`src/spinning_mech_position_speed_model_unit_defines.svh`:
```
// Assertion macros shared by the spinning mechanism model RTL.
`ifndef SPINNING_MECH_POSITION_SPEED_MODEL_UNIT_DEFINES_SVH
`define SPINNING_MECH_POSITION_SPEED_MODEL_UNIT_DEFINES_SVH

// Same-cycle implication, checked outside reset.
`define SPM_ASSERT_NOW(lbl, ante, cons) \
    lbl: assert property (@(posedge i_clk) disable iff (!i_rst_n) (ante) |-> (cons)) \
        else $error("spm assertion failed");

// Next-cycle implication, checked outside reset.
`define SPM_ASSERT_NEXT(lbl, ante, cons) \
    lbl: assert property (@(posedge i_clk) disable iff (!i_rst_n) (ante) |=> (cons)) \
        else $error("spm assertion failed");

`endif

```
`src/spm_pkg.sv`:
```
// Package with types, constants and codes for the spinning mechanism model.
package spm_pkg;

    // Ring of speed samples.
    localparam int SAMPLE_DEPTH = 8;
    localparam int IDX_W        = $clog2(SAMPLE_DEPTH);

    // Position geometry.
    localparam int POS_W     = 13;
    localparam int POS_MOD   = 5000;
    localparam int POS_MAX   = 4999;
    localparam int HALF_TURN = 2500;
    localparam int HOME_HIGH = 4900;
    localparam int HOME_LOW  = 100;

    // Drive register.
    localparam int LVL_W       = 3;
    localparam int SPEED_MAX   = 4;
    localparam int DIR_BIT_POS = 2;
    localparam int UP_BIT_POS  = 0;

    // Result widths.
    localparam int COARSE_W = 10;
    localparam int SPD_W    = 11;

    // Position / 5 by reciprocal multiplication.
    localparam int COARSE_MUL   = 52429;
    localparam int COARSE_MUL_W = 16;
    localparam int COARSE_SH    = 18;

    // Speed estimate: (sum / SAMPLE_DEPTH) / 3 equals |sum| / (3 * SAMPLE_DEPTH) with the
    // sign put back, done as one reciprocal multiplication.
    localparam int SPEED_DIV = 3;
    localparam int ENTRY_W   = POS_W;
    localparam int SUM_W     = $clog2(HALF_TURN * SAMPLE_DEPTH + 1) + 1;
    localparam int ABS_W     = SUM_W - 1;
    localparam int DIV_K     = SAMPLE_DEPTH * SPEED_DIV;
    localparam int DIV_SH    = $clog2(HALF_TURN * SAMPLE_DEPTH * DIV_K) + 1;
    localparam int DIV_RECIP = ((2 ** DIV_SH) + DIV_K - 1) / DIV_K;
    localparam int RECIP_W   = $clog2(DIV_RECIP + 1);

    // Opcodes and the one register offset that drives the mechanism.
    localparam logic [1:0] OPC_DRIVE    = 2'd0;
    localparam logic [1:0] OPC_SAMPLE   = 2'd1;
    localparam logic [1:0] DRIVE_OFFSET = 2'd3;

    typedef logic        [POS_W-1:0] t_pos;
    typedef logic        [LVL_W-1:0] t_lvl;
    typedef logic signed [1:0]       t_dir;
    typedef logic        [IDX_W-1:0] t_idx;
    typedef logic signed [ENTRY_W-1:0] t_entry;
    typedef logic signed [SUM_W-1:0]   t_sum;

    localparam t_dir DIR_STOP = 2'sb00;
    localparam t_dir DIR_FWD  = 2'sb01;
    localparam t_dir DIR_REV  = 2'sb11;

    // Access request to the sample ring.
    typedef struct packed {
        logic   rd_en;
        t_idx   rd_addr;
        logic   wr_en;
        t_idx   wr_addr;
        t_entry wr_data;
    } t_ring_req;

endpackage

```
`src/spm_if.sv`:
```
// Valid/ready channel interfaces for input items and result items.
interface spm_in_if
    import spm_pkg::*;
();
    logic       valid;
    logic       ready;
    logic [1:0] opcode;
    logic [1:0] reg_offset;
    logic [7:0] write_data;

    modport source (output valid, output opcode, output reg_offset, output write_data,
                    input ready);
    modport sink   (input valid, input opcode, input reg_offset, input write_data,
                    output ready);
endinterface

interface spm_out_if
    import spm_pkg::*;
();
    logic                    valid;
    logic                    ready;
    logic [COARSE_W-1:0]     coarse_position;
    logic                    home_switch;
    logic signed [SPD_W-1:0] speed_estimate;

    modport source (output valid, output coarse_position, output home_switch,
                    output speed_estimate, input ready);
    modport sink   (input valid, input coarse_position, input home_switch,
                    input speed_estimate, output ready);
endinterface

```
`src/spinning_mech_position_speed_model_unit.sv`:
```
// A result item passes through stage A, stage B and the output register once its item is accepted.
// Throughput: one item per cycle when no stage stalls; the ring memory is read when a sample item is accepted and
// written back one stage later, so consecutive samples never touch the same entry at once.
// Backpressure stalls each stage only when the stage after it is full.
// Reset (synchronous, active low) stops the mechanism, zeroes position, speed level, sum and
// index, and clears the ring valid bits so the ring reads as zero; no clearing pass is needed.
`include "spinning_mech_position_speed_model_unit_defines.svh"

module spinning_mech_position_speed_model_unit
    import spm_pkg::*;
(
    input  logic           i_clk,
    input  logic           i_rst_n,
    spm_in_if.sink         i_in,
    spm_out_if.source      o_out
);

    // Mechanism state, updated in the cycle an item is accepted; the running sum is updated from stage A.
    t_pos r_position, n_position;
    t_lvl r_level, n_level;
    t_dir r_dir, n_dir;
    t_pos r_last_pos;
    t_idx r_idx, n_idx_inc;
    t_sum r_sum, n_sum;

    // Pipeline stage A: ring read data arrives here.
    logic   r_a_valid;
    t_pos   r_a_pos;
    logic   r_a_sample;
    t_entry r_a_entry;
    t_idx   r_a_idx;

    // Pipeline stage B: divider input.
    logic                r_b_valid;
    logic [COARSE_W-1:0] r_b_coarse;
    logic                r_b_home;
    logic                r_b_sample;
    t_sum                r_b_sum;

    // Output register.
    logic                    r_o_valid;
    logic [COARSE_W-1:0]     r_o_coarse;
    logic                    r_o_home;
    logic signed [SPD_W-1:0] r_o_speed;

    logic accept, o_free, b_free, a_free, a_go;
    logic is_drive, is_sample;

    t_ring_req ring_req;
    t_entry    ring_old;

    // Stage-0 datapath.
    logic [POS_W:0] w_up_sum, w_dn_diff;
    logic signed [POS_W:0] w_delta, w_delta_neg;
    t_pos   w_dist_abs, w_dist;
    t_entry w_entry;

    // Stage-A datapath.
    logic [POS_W+COARSE_MUL_W-1:0] w_cprod;
    logic [COARSE_W-1:0]           w_coarse;
    logic                          w_home;

    // Stage-B datapath.
    logic [SUM_W-1:0]         w_mag_full;
    logic [ABS_W-1:0]         w_mag;
    logic [ABS_W+RECIP_W-1:0] w_qprod;
    logic [SPD_W-1:0]         w_quo;
    logic signed [SPD_W-1:0]  w_est;

    // Handshake: each stage takes a new item when it is empty or drains this cycle.
    always_comb begin
        o_free = !r_o_valid || o_out.ready;
        b_free = !r_b_valid || o_free;
        a_free = !r_a_valid || b_free;
        a_go   = r_a_valid && b_free;
    end

    assign i_in.ready = a_free;
    assign accept     = i_in.valid && a_free;
    assign is_drive   = (i_in.opcode == OPC_DRIVE) && (i_in.reg_offset == DRIVE_OFFSET);
    assign is_sample  = (i_in.opcode == OPC_SAMPLE);

    // Drive write: new direction and speed level, then the position steps by their product.
    always_comb begin
        n_dir = i_in.write_data[DIR_BIT_POS] ? DIR_FWD : DIR_REV;
        n_level = r_level;
        if (i_in.write_data[UP_BIT_POS]) begin
            if (r_level < LVL_W'(SPEED_MAX)) begin
                n_level = r_level + LVL_W'(1);
            end
        end else begin
            if (r_level != '0) begin
                n_level = r_level - LVL_W'(1);
            end
        end

        w_up_sum  = {1'b0, r_position} + {{(POS_W + 1 - LVL_W){1'b0}}, n_level};
        w_dn_diff = {1'b0, r_position} - {{(POS_W + 1 - LVL_W){1'b0}}, n_level};
        if (n_dir == DIR_FWD) begin
            if (w_up_sum > (POS_W + 1)'(POS_MAX)) begin
                n_position = POS_W'(w_up_sum - (POS_W + 1)'(POS_MOD));
            end else begin
                n_position = w_up_sum[POS_W-1:0];
            end
        end else begin
            if (w_dn_diff[POS_W]) begin
                n_position = POS_W'(w_dn_diff + (POS_W + 1)'(POS_MOD));
            end else begin
                n_position = w_dn_diff[POS_W-1:0];
            end
        end
    end

    // Sample: shortest wrapped distance since the last sample, signed by direction.
    always_comb begin
        w_delta     = $signed({1'b0, r_position}) - $signed({1'b0, r_last_pos});
        w_delta_neg = -w_delta;
        w_dist_abs  = w_delta[POS_W] ? w_delta_neg[POS_W-1:0] : w_delta[POS_W-1:0];
        if (w_dist_abs > POS_W'(HALF_TURN)) begin
            w_dist = POS_W'(POS_MOD) - w_dist_abs;
        end else begin
            w_dist = w_dist_abs;
        end
        case (r_dir)
            DIR_FWD: w_entry = $signed(w_dist);
            DIR_REV: w_entry = -$signed(w_dist);
            default: w_entry = '0;
        endcase
        if (r_idx == IDX_W'(SAMPLE_DEPTH - 1)) begin
            n_idx_inc = '0;
        end else begin
            n_idx_inc = r_idx + IDX_W'(1);
        end
    end

    always_ff @(posedge i_clk) begin
        if (!i_rst_n) begin
            r_position <= '0;
            r_level    <= '0;
            r_dir      <= DIR_STOP;
            r_last_pos <= '0;
            r_idx      <= '0;
        end else if (accept) begin
            if (is_drive) begin
                r_position <= n_position;
                r_level    <= n_level;
                r_dir      <= n_dir;
            end
            if (is_sample) begin
                r_last_pos <= r_position;
                r_idx      <= n_idx_inc;
            end
        end
    end

    // The ring is read at the new index on accept and written back from stage A.
    always_comb begin
        ring_req.rd_en   = accept && is_sample;
        ring_req.rd_addr = n_idx_inc;
        ring_req.wr_en   = a_go && r_a_sample;
        ring_req.wr_addr = r_a_idx;
        ring_req.wr_data = r_a_entry;
    end

    spm_ring u_ring (
        .i_clk     (i_clk),
        .i_rst_n   (i_rst_n),
        .i_req     (ring_req),
        .o_rd_data (ring_old)
    );

    always_ff @(posedge i_clk) begin
        if (!i_rst_n) begin
            r_a_valid <= 1'b0;
        end else if (a_free) begin
            r_a_valid <= accept;
        end
    end

    always_ff @(posedge i_clk) begin
        if (accept) begin
            r_a_pos    <= is_drive ? n_position : r_position;
            r_a_sample <= is_sample;
            r_a_entry  <= w_entry;
            r_a_idx    <= n_idx_inc;
        end
    end

    // Stage A: running sum update, coarse position and home switch.
    always_comb begin
        n_sum    = r_sum + SUM_W'(r_a_entry) - SUM_W'(ring_old);
        w_cprod  = r_a_pos * COARSE_MUL_W'(COARSE_MUL);
        w_coarse = COARSE_W'(w_cprod >> COARSE_SH);
        w_home   = (r_a_pos < POS_W'(HOME_LOW)) || (r_a_pos > POS_W'(HOME_HIGH));
    end

    always_ff @(posedge i_clk) begin
        if (!i_rst_n) begin
            r_sum <= '0;
        end else if (a_go && r_a_sample) begin
            r_sum <= n_sum;
        end
    end

    always_ff @(posedge i_clk) begin
        if (!i_rst_n) begin
            r_b_valid <= 1'b0;
        end else if (b_free) begin
            r_b_valid <= r_a_valid;
        end
    end

    always_ff @(posedge i_clk) begin
        if (a_go) begin
            r_b_coarse <= w_coarse;
            r_b_home   <= w_home;
            r_b_sample <= r_a_sample;
            r_b_sum    <= n_sum;
        end
    end

    // Stage B: divide the magnitude by 3 * SAMPLE_DEPTH, then restore the sign so the result
    // truncates toward zero.
    always_comb begin
        w_mag_full = r_b_sum[SUM_W-1] ? SUM_W'(-r_b_sum) : SUM_W'(r_b_sum);
        w_mag      = w_mag_full[ABS_W-1:0];
        w_qprod    = w_mag * RECIP_W'(DIV_RECIP);
        w_quo      = SPD_W'(w_qprod >> DIV_SH);
        w_est      = r_b_sum[SUM_W-1] ? -$signed(w_quo) : $signed(w_quo);
    end

    always_ff @(posedge i_clk) begin
        if (!i_rst_n) begin
            r_o_valid <= 1'b0;
        end else if (o_free) begin
            r_o_valid <= r_b_valid;
        end
    end

    always_ff @(posedge i_clk) begin
        if (r_b_valid && o_free) begin
            r_o_coarse <= r_b_coarse;
            r_o_home   <= r_b_home;
            r_o_speed  <= r_b_sample ? w_est : '0;
        end
    end

    assign o_out.valid           = r_o_valid;
    assign o_out.coarse_position = r_o_coarse;
    assign o_out.home_switch     = r_o_home;
    assign o_out.speed_estimate  = r_o_speed;

    // The read for a new sample never hits the entry being written back.
    `SPM_ASSERT_NOW(a_ring_no_collide, ring_req.rd_en && ring_req.wr_en, ring_req.rd_addr != ring_req.wr_addr)
    // An accepted item always lands in stage A.
    `SPM_ASSERT_NEXT(a_accept_fills_a, accept, r_a_valid)
    // Position stays on the track and the speed level within its bounds.
    `SPM_ASSERT_NOW(a_state_range, 1'b1, (r_position <= POS_W'(POS_MAX)) && (r_level <= LVL_W'(SPEED_MAX)))

endmodule

```
`src/spm_ring.sv`:
```
// Sample ring memory with registered read and per-entry valid bits.
module spm_ring
    import spm_pkg::*;
(
    input  logic      i_clk,
    input  logic      i_rst_n,
    input  t_ring_req i_req,
    output t_entry    o_rd_data
);

    t_entry                  r_mem [SAMPLE_DEPTH];
    logic [SAMPLE_DEPTH-1:0] r_vld;
    t_entry                  r_rd_data;
    logic                    r_rd_vld;

    always_ff @(posedge i_clk) begin
        if (i_req.wr_en) begin
            r_mem[i_req.wr_addr] <= i_req.wr_data;
        end
        if (i_req.rd_en) begin
            r_rd_data <= r_mem[i_req.rd_addr];
        end
    end

    // An entry never written since reset reads as zero.
    always_ff @(posedge i_clk) begin
        if (!i_rst_n) begin
            r_vld    <= '0;
            r_rd_vld <= 1'b0;
        end else begin
            if (i_req.wr_en) begin
                r_vld[i_req.wr_addr] <= 1'b1;
            end
            if (i_req.rd_en) begin
                r_rd_vld <= r_vld[i_req.rd_addr];
            end
        end
    end

    assign o_rd_data = r_rd_vld ? r_rd_data : '0;

endmodule

```
`src/flat_wrapper.sv`:
```
// flat-port wrapper written by rule: the top's interface ports become plain ports
module spinning_mech_position_speed_model_unit_flat import spm_pkg::*;
  (i_clk, i_rst_n, i_in_valid, i_in_opcode, i_in_reg_offset, i_in_write_data, i_in_ready, o_out_valid, o_out_coarse_position, o_out_home_switch, o_out_speed_estimate, o_out_ready);
  spm_in_if i_in_i ();
  spm_out_if o_out_i ();
  input  logic i_clk;
  input  logic i_rst_n;
  input wire logic [$bits(i_in_i.valid)-1:0] i_in_valid;
  input wire logic [$bits(i_in_i.opcode)-1:0] i_in_opcode;
  input wire logic [$bits(i_in_i.reg_offset)-1:0] i_in_reg_offset;
  input wire logic [$bits(i_in_i.write_data)-1:0] i_in_write_data;
  output wire logic [$bits(i_in_i.ready)-1:0] i_in_ready;
  output wire logic [$bits(o_out_i.valid)-1:0] o_out_valid;
  output wire logic [$bits(o_out_i.coarse_position)-1:0] o_out_coarse_position;
  output wire logic [$bits(o_out_i.home_switch)-1:0] o_out_home_switch;
  output wire logic [$bits(o_out_i.speed_estimate)-1:0] o_out_speed_estimate;
  input wire logic [$bits(o_out_i.ready)-1:0] o_out_ready;
  assign i_in_i.valid = i_in_valid;
  assign i_in_i.opcode = i_in_opcode;
  assign i_in_i.reg_offset = i_in_reg_offset;
  assign i_in_i.write_data = i_in_write_data;
  assign i_in_ready = i_in_i.ready;
  assign o_out_valid = o_out_i.valid;
  assign o_out_coarse_position = o_out_i.coarse_position;
  assign o_out_home_switch = o_out_i.home_switch;
  assign o_out_speed_estimate = o_out_i.speed_estimate;
  assign o_out_i.ready = o_out_ready;
  spinning_mech_position_speed_model_unit u_core (.i_clk(i_clk), .i_rst_n(i_rst_n), .i_in(i_in_i), .o_out(o_out_i));
endmodule
```
`config.mk`:
```
export PLATFORM = sky130hd
export DESIGN_NAME = spinning_mech_position_speed_model_unit_flat
export DESIGN_NICKNAME = d
export VERILOG_FILES = /design/src/spm_pkg.sv /design/src/spm_if.sv /design/src/spinning_mech_position_speed_model_unit.sv /design/src/spm_ring.sv /design/src/flat_wrapper.sv
export VERILOG_INCLUDE_DIRS = /design/src /design/src/src
export SDC_FILE = /design/constraint.sdc
export NUM_CORES = 1
export LEC_CHECK = 0
export BUFFER_PORTS_ARGS = -buffer_cell sky130_fd_sc_hd__buf_2
export CAP_MARGIN = 20
export CORE_MARGIN = 4
export CORE_UTILIZATION = 57
export CTS_CLUSTER_SIZE = 30
export DETAILED_ROUTE_END_ITERATION = 7
export PLACE_DENSITY_LB_ADDON = 0.15
export SLEW_MARGIN = 20
export SYNTH_ARGS = -nofsm -noshare
export SYNTH_HDL_FRONTEND = slang
export SYNTH_SLANG_ARGS = --single-unit
```
`constraint.sdc`:
```
create_clock -name i_clk -period 10.85 [get_ports i_clk]
set_input_delay 0.5425 -clock i_clk [delete_from_list [all_inputs] [get_ports i_clk]]
set_output_delay 0.5425 -clock i_clk [all_outputs]
set_load 0.02 [all_outputs]
```
==> metrics.md <==
| Metric | Value |
|---|---|
| Weighted congestion at the end of routability-driven global placement | 0.8602 |
| Count of H-tree levels built during CTS | 1 |
| Reg-to-reg startpoint | u_core.r_b_sum[3]$_DFFE_PP_ |
| Largest clock skew in the final design | 39.69 ps |
| Required time of the critical path | 11140 ps |
| Fmax | 0.1139 GHz |
| Clock buffers created by TritonCTS | 28 |
| Remaining number of nets flagged by the antenna check after routing | 0 |
| Maximum clock insertion buffer count | 3 |
| Post-layout net count | 2377 |
| Floorplan Core Area | 35480 um^2 |
| Synthesis-to-finish area growth | 7.972% |
| Number of buffer cells added on primary ports | 33 |
| Final hold violations | 0 |
| Max-cap check violation count | 0 |
| Number of global-route vias before repair | 14070 |
| Hold-fix buffers at CTS | 0 |
| Post_cts resized | 0 |
| DRC violations left | 0 |
| Final setup fails | 0 |
| Arrival @ worst endpoint | 9070 ps |
| Number of synthesized register bits | 259 |
| Largest net degree at the start of global routing | 60 |
| Min Clock Period, post-route | 8779 ps |
| Wire length of the first global-routing pass | 68210 um |
| Critical path startpoint | u_core.r_b_sum[3]$_DFFE_PP_ |
| Post-DR vias/cell | 5.538 |
| First-pass iteration count of the detailed router | 5 |
| CP max-delay cell | sky130_fd_sc_hd__fa_1 |
| Die boundary width | 197.3 um |
| Synthesized cell area | 20420 um^2 |
| Starting Density | 57.54% |
| Flip-flop cell with the highest count after synthesis | sky130_fd_sc_hd__edfxtp_1 |
| # Post-CTS Setup Buffers | 0 |
| Number of rows in the core area | 69 |
| Count of flip-flops with a built-in enable after synthesis | 197 |
| Via Count | 13700 |
| Cell mode on critical path | sky130_fd_sc_hd__fa_1 |
| Die Footprint | 38910 um^2 |
| CTS Sinks | 259 |
| Mapped Avg Cell Area | 10.33 um^2 |
| Worst slew pin tran | 1057 ps |
| Drt total wl | 39980 um |
| CTS root buf | sky130_fd_sc_hd__clkbuf_16 |
| Fill cell total of the finished layout | 2893 |
| 1st-iter DRT viols | 664 |
| Register clock-pin slew on the reported worst setup and hold paths | 60 ps |
| Count of mapped cells out of synthesis | 1977 |
| Reg-to-Reg End | u_core.o_out.speed_estimate[10]$_SDFFCE_PN0P_ |
| Launch point of the worst hold path | i_rst_n |
| Initial antenna violation count | 0 |
| Cell variety after synth | 92 |
| Fraction of the yosys area taken by sequential cells | 35.05% |
| Ratio of final minimum period to clock period | 80.91% |
| Proportion of synthesized flip-flops having asynchronous set or reset | 0% |
| Worst-case register-to-register setup slack | 2070 ps |
| Critical path startpoint category | flip-flop |
| Layout cell share with drive strength beyond 1 | 8.346% |
| Setup Total Neg Slack | 0 ps |
| Ports | 40 |
| Number of antenna repair diodes | 0 |
| Clock insertion delay at the later pin of the skew report | 570 ps |
| Final HPWL from detailed placement | 30340 um |
| Run status | completed |
| Critical path fanouts, max | 7 |
| Setup repair after global routing missed its margin | false |
| Hold crit path type | in -> reg |
| Chip Height | 197.3 um |
| Overflow left after global routing | 0 |
| Net Count, Synth | 2363 |
| Relative slew slack | 29.50% |
| Critical path capture point type | flip-flop |
| Average detailed-routed wire length per instance | 16.16 um |
| Delay of the slowest critical-path stage | 550 ps |
| CTS tree | done |
| Critical path destination | u_core.o_out.speed_estimate[10]$_SDFFCE_PN0P_ |
| Total global-route track usage | 20.99% |
| WS Path Type | reg -> reg |
| Final-report max-slew violation count | 0 |
| Number of warnings printed during yosys synthesis | 0 |
| Reg2reg path depth | 29 |
-- how the worst min path moves through the flow --
| stage | endpoint | slack [ps] | depth (start not counted) |
|---|---|---|---|
| global route | u_core.r_sum[15]$_SDFFE_PN0P_ | 290 | 3 |
| finish | u_core.r_sum[15]$_SDFFE_PN0P_ | 310 | 3 |
| detailed placement | u_core.o_out.coarse_position[3]$_DFFE_PP_ | 400 | 0 |
| global placement | u_core.o_out.coarse_position[2]$_DFFE_PP_ | 400 | 0 |
| floorplan | u_core.o_out.coarse_position[0]$_DFFE_PP_ | 400 | 0 |
| CTS | u_core.r_sum[15]$_SDFFE_PN0P_ | 280 | 3 |
-- critical path, delay by kind of cell, from the launching register on --
| kind | cells | cell delay [ps] |
|---|---|---|
| fa+ha+maj | 7 | 3200 |
| buf+inv | 2 | 150 |
| xor+xnor | 3 | 410 |
| flops | 1 | 440 |
| compound gates | 10 | 2310 |
| simple gates | 7 | 2020 |
-- registers in the layout (all words and copies together) (netlist names), 3 cells and up --
signal and flops:
u_core.r_position 13, u_core.r_a_entry 13, u_core.o_out.speed_estimate 11, u_core.r_last_pos 13
u_core.u_ring.r_rd_data 13, u_core.r_a_pos 13, u_core.r_b_coarse 10, u_core.r_sum 16
u_core.u_ring.r_vld 8, u_core.r_level 3, u_core.u_ring.r_mem 104, u_core.r_b_sum 16
u_core.r_idx 3, u_core.r_a_idx 3, u_core.o_out.coarse_position 10
-- kinds of logic after synthesis --
logic type                 synth area share [%]
muxes                                     2.923
xor gates and xnor gates                  5.987
AOI/OAI and AO/OA                         10.53
adders and majority gates                 27.38
DFF                                       35.05
and+or+nand+nor                           11.25
buffers and inverters                     6.875
-- per-stage QoR --
stage          worst slack (ps)  hold slack (ps)  utilization [%]  instance area, um^2  std cells
6_report                   2071            311.2            62.13                22050       2474
5_1_grt                    1492            287.7            62.13                22050       2474
4_1_cts                    2041            278.0            62.13                22040       2474
3_5_place_dp               2102            404.5            59.27                21030       2422
3_3_place_gp               2145            402.5            59.27                21030       2422
2_1_floorplan              2770            400.3                -                20420       1977
-- layout by cell type (no fill, tap or decap), types with 14 or more instances in the layout --
| master | instances |
|---|---|
| sky130_fd_sc_hd__a21oi_1 | 103 |
| sky130_fd_sc_hd__nand2b_1 | 20 |
| sky130_fd_sc_hd__mux2i_1 | 18 |
| sky130_fd_sc_hd__a31oi_1 | 15 |
| sky130_fd_sc_hd__o31ai_1 | 14 |
| sky130_fd_sc_hd__xor2_1 | 43 |
| sky130_fd_sc_hd__o21ai_0 | 70 |
| sky130_fd_sc_hd__ha_1 | 242 |
| sky130_fd_sc_hd__inv_1 | 294 |
| sky130_fd_sc_hd__nor2_1 | 147 |
| sky130_fd_sc_hd__xnor2_1 | 91 |
| sky130_fd_sc_hd__fa_1 | 128 |
| sky130_fd_sc_hd__a211oi_1 | 16 |
| sky130_fd_sc_hd__a21o_1 | 22 |
| sky130_fd_sc_hd__nor2b_1 | 14 |
| sky130_fd_sc_hd__nand3_1 | 24 |
| sky130_fd_sc_hd__buf_2 | 33 |
| sky130_fd_sc_hd__nand2_1 | 134 |
| sky130_fd_sc_hd__or3_1 | 20 |
| sky130_fd_sc_hd__dfxtp_1 | 62 |
| sky130_fd_sc_hd__and2_1 | 31 |
| sky130_fd_sc_hd__clkbuf_16 | 28 |
| sky130_fd_sc_hd__mux4_2 | 14 |
| sky130_fd_sc_hd__edfxtp_1 | 197 |
| sky130_fd_sc_hd__nor3_1 | 26 |
-- cell usage after synthesis, types with 5 or more instances --
cell type,number,area share (%)
sky130_fd_sc_hd__buf_1,6,0.11
sky130_fd_sc_hd__a211oi_1,16,0.59
sky130_fd_sc_hd__dfxtp_1,62,6.1
sky130_fd_sc_hd__o21ai_0,70,1.7
sky130_fd_sc_hd__nand4_1,7,0.21
sky130_fd_sc_hd__a211o_1,5,0.21
sky130_fd_sc_hd__nand3_1,24,0.59
sky130_fd_sc_hd__clkbuf_1,47,0.86
sky130_fd_sc_hd__o221ai_1,6,0.26
sky130_fd_sc_hd__nor2_1,149,2.7
sky130_fd_sc_hd__a21oi_1,103,2.5
sky130_fd_sc_hd__or3_1,20,0.61
sky130_fd_sc_hd__nor3_1,31,0.76
sky130_fd_sc_hd__and2_1,31,0.95
sky130_fd_sc_hd__a21o_1,22,0.81
sky130_fd_sc_hd__or2_2,5,0.15
sky130_fd_sc_hd__xor2_1,43,1.8
sky130_fd_sc_hd__o22ai_1,12,0.37
sky130_fd_sc_hd__o211ai_1,5,0.18
sky130_fd_sc_hd__ha_1,242,15
sky130_fd_sc_hd__mux2_2,9,0.50
sky130_fd_sc_hd__a31oi_1,16,0.49
sky130_fd_sc_hd__mux4_2,14,1.5
sky130_fd_sc_hd__inv_1,295,5.4
sky130_fd_sc_hd__nor2b_1,15,0.46
sky130_fd_sc_hd__xnor2_1,91,3.9
sky130_fd_sc_hd__mux2i_1,18,0.88
sky130_fd_sc_hd__a31o_2,5,0.21
sky130_fd_sc_hd__and3_1,12,0.37
sky130_fd_sc_hd__o31ai_1,14,0.51
sky130_fd_sc_hd__nor4_1,7,0.21
sky130_fd_sc_hd__o21a_1,7,0.26
sky130_fd_sc_hd__fa_1,128,13
sky130_fd_sc_hd__edfxtp_1,197,29
sky130_fd_sc_hd__a21boi_0,7,0.26
sky130_fd_sc_hd__nand2_1,134,2.5
sky130_fd_sc_hd__nand2b_1,20,0.61
-- per-layer routing --
metal | track usage (%) | wire, um
met1 | 28.70 | 18660
met3 | 2.200 | 1430
met4 | 4.443 | 827
met5 | 0 | 0
met2 | 36.62 | 19060
-- cell type report --
class | count | area (um^2) | area share (%)
clock buffer | 35 | 757.0 | 3.434
clock inverter | 17 | 256.5 | 1.163
inverter | 298 | 1120 | 5.079
multi-input combinational | 1358 | 11920 | 54.05
sequential | 259 | 7157 | 32.46
tap | 461 | 576.8 | 2.616
timing repair buffer | 46 | 262.8 | 1.192
Power is not shown: default switching activity piles up to over one toggle a cycle in this logic, so the estimate is an artifact.
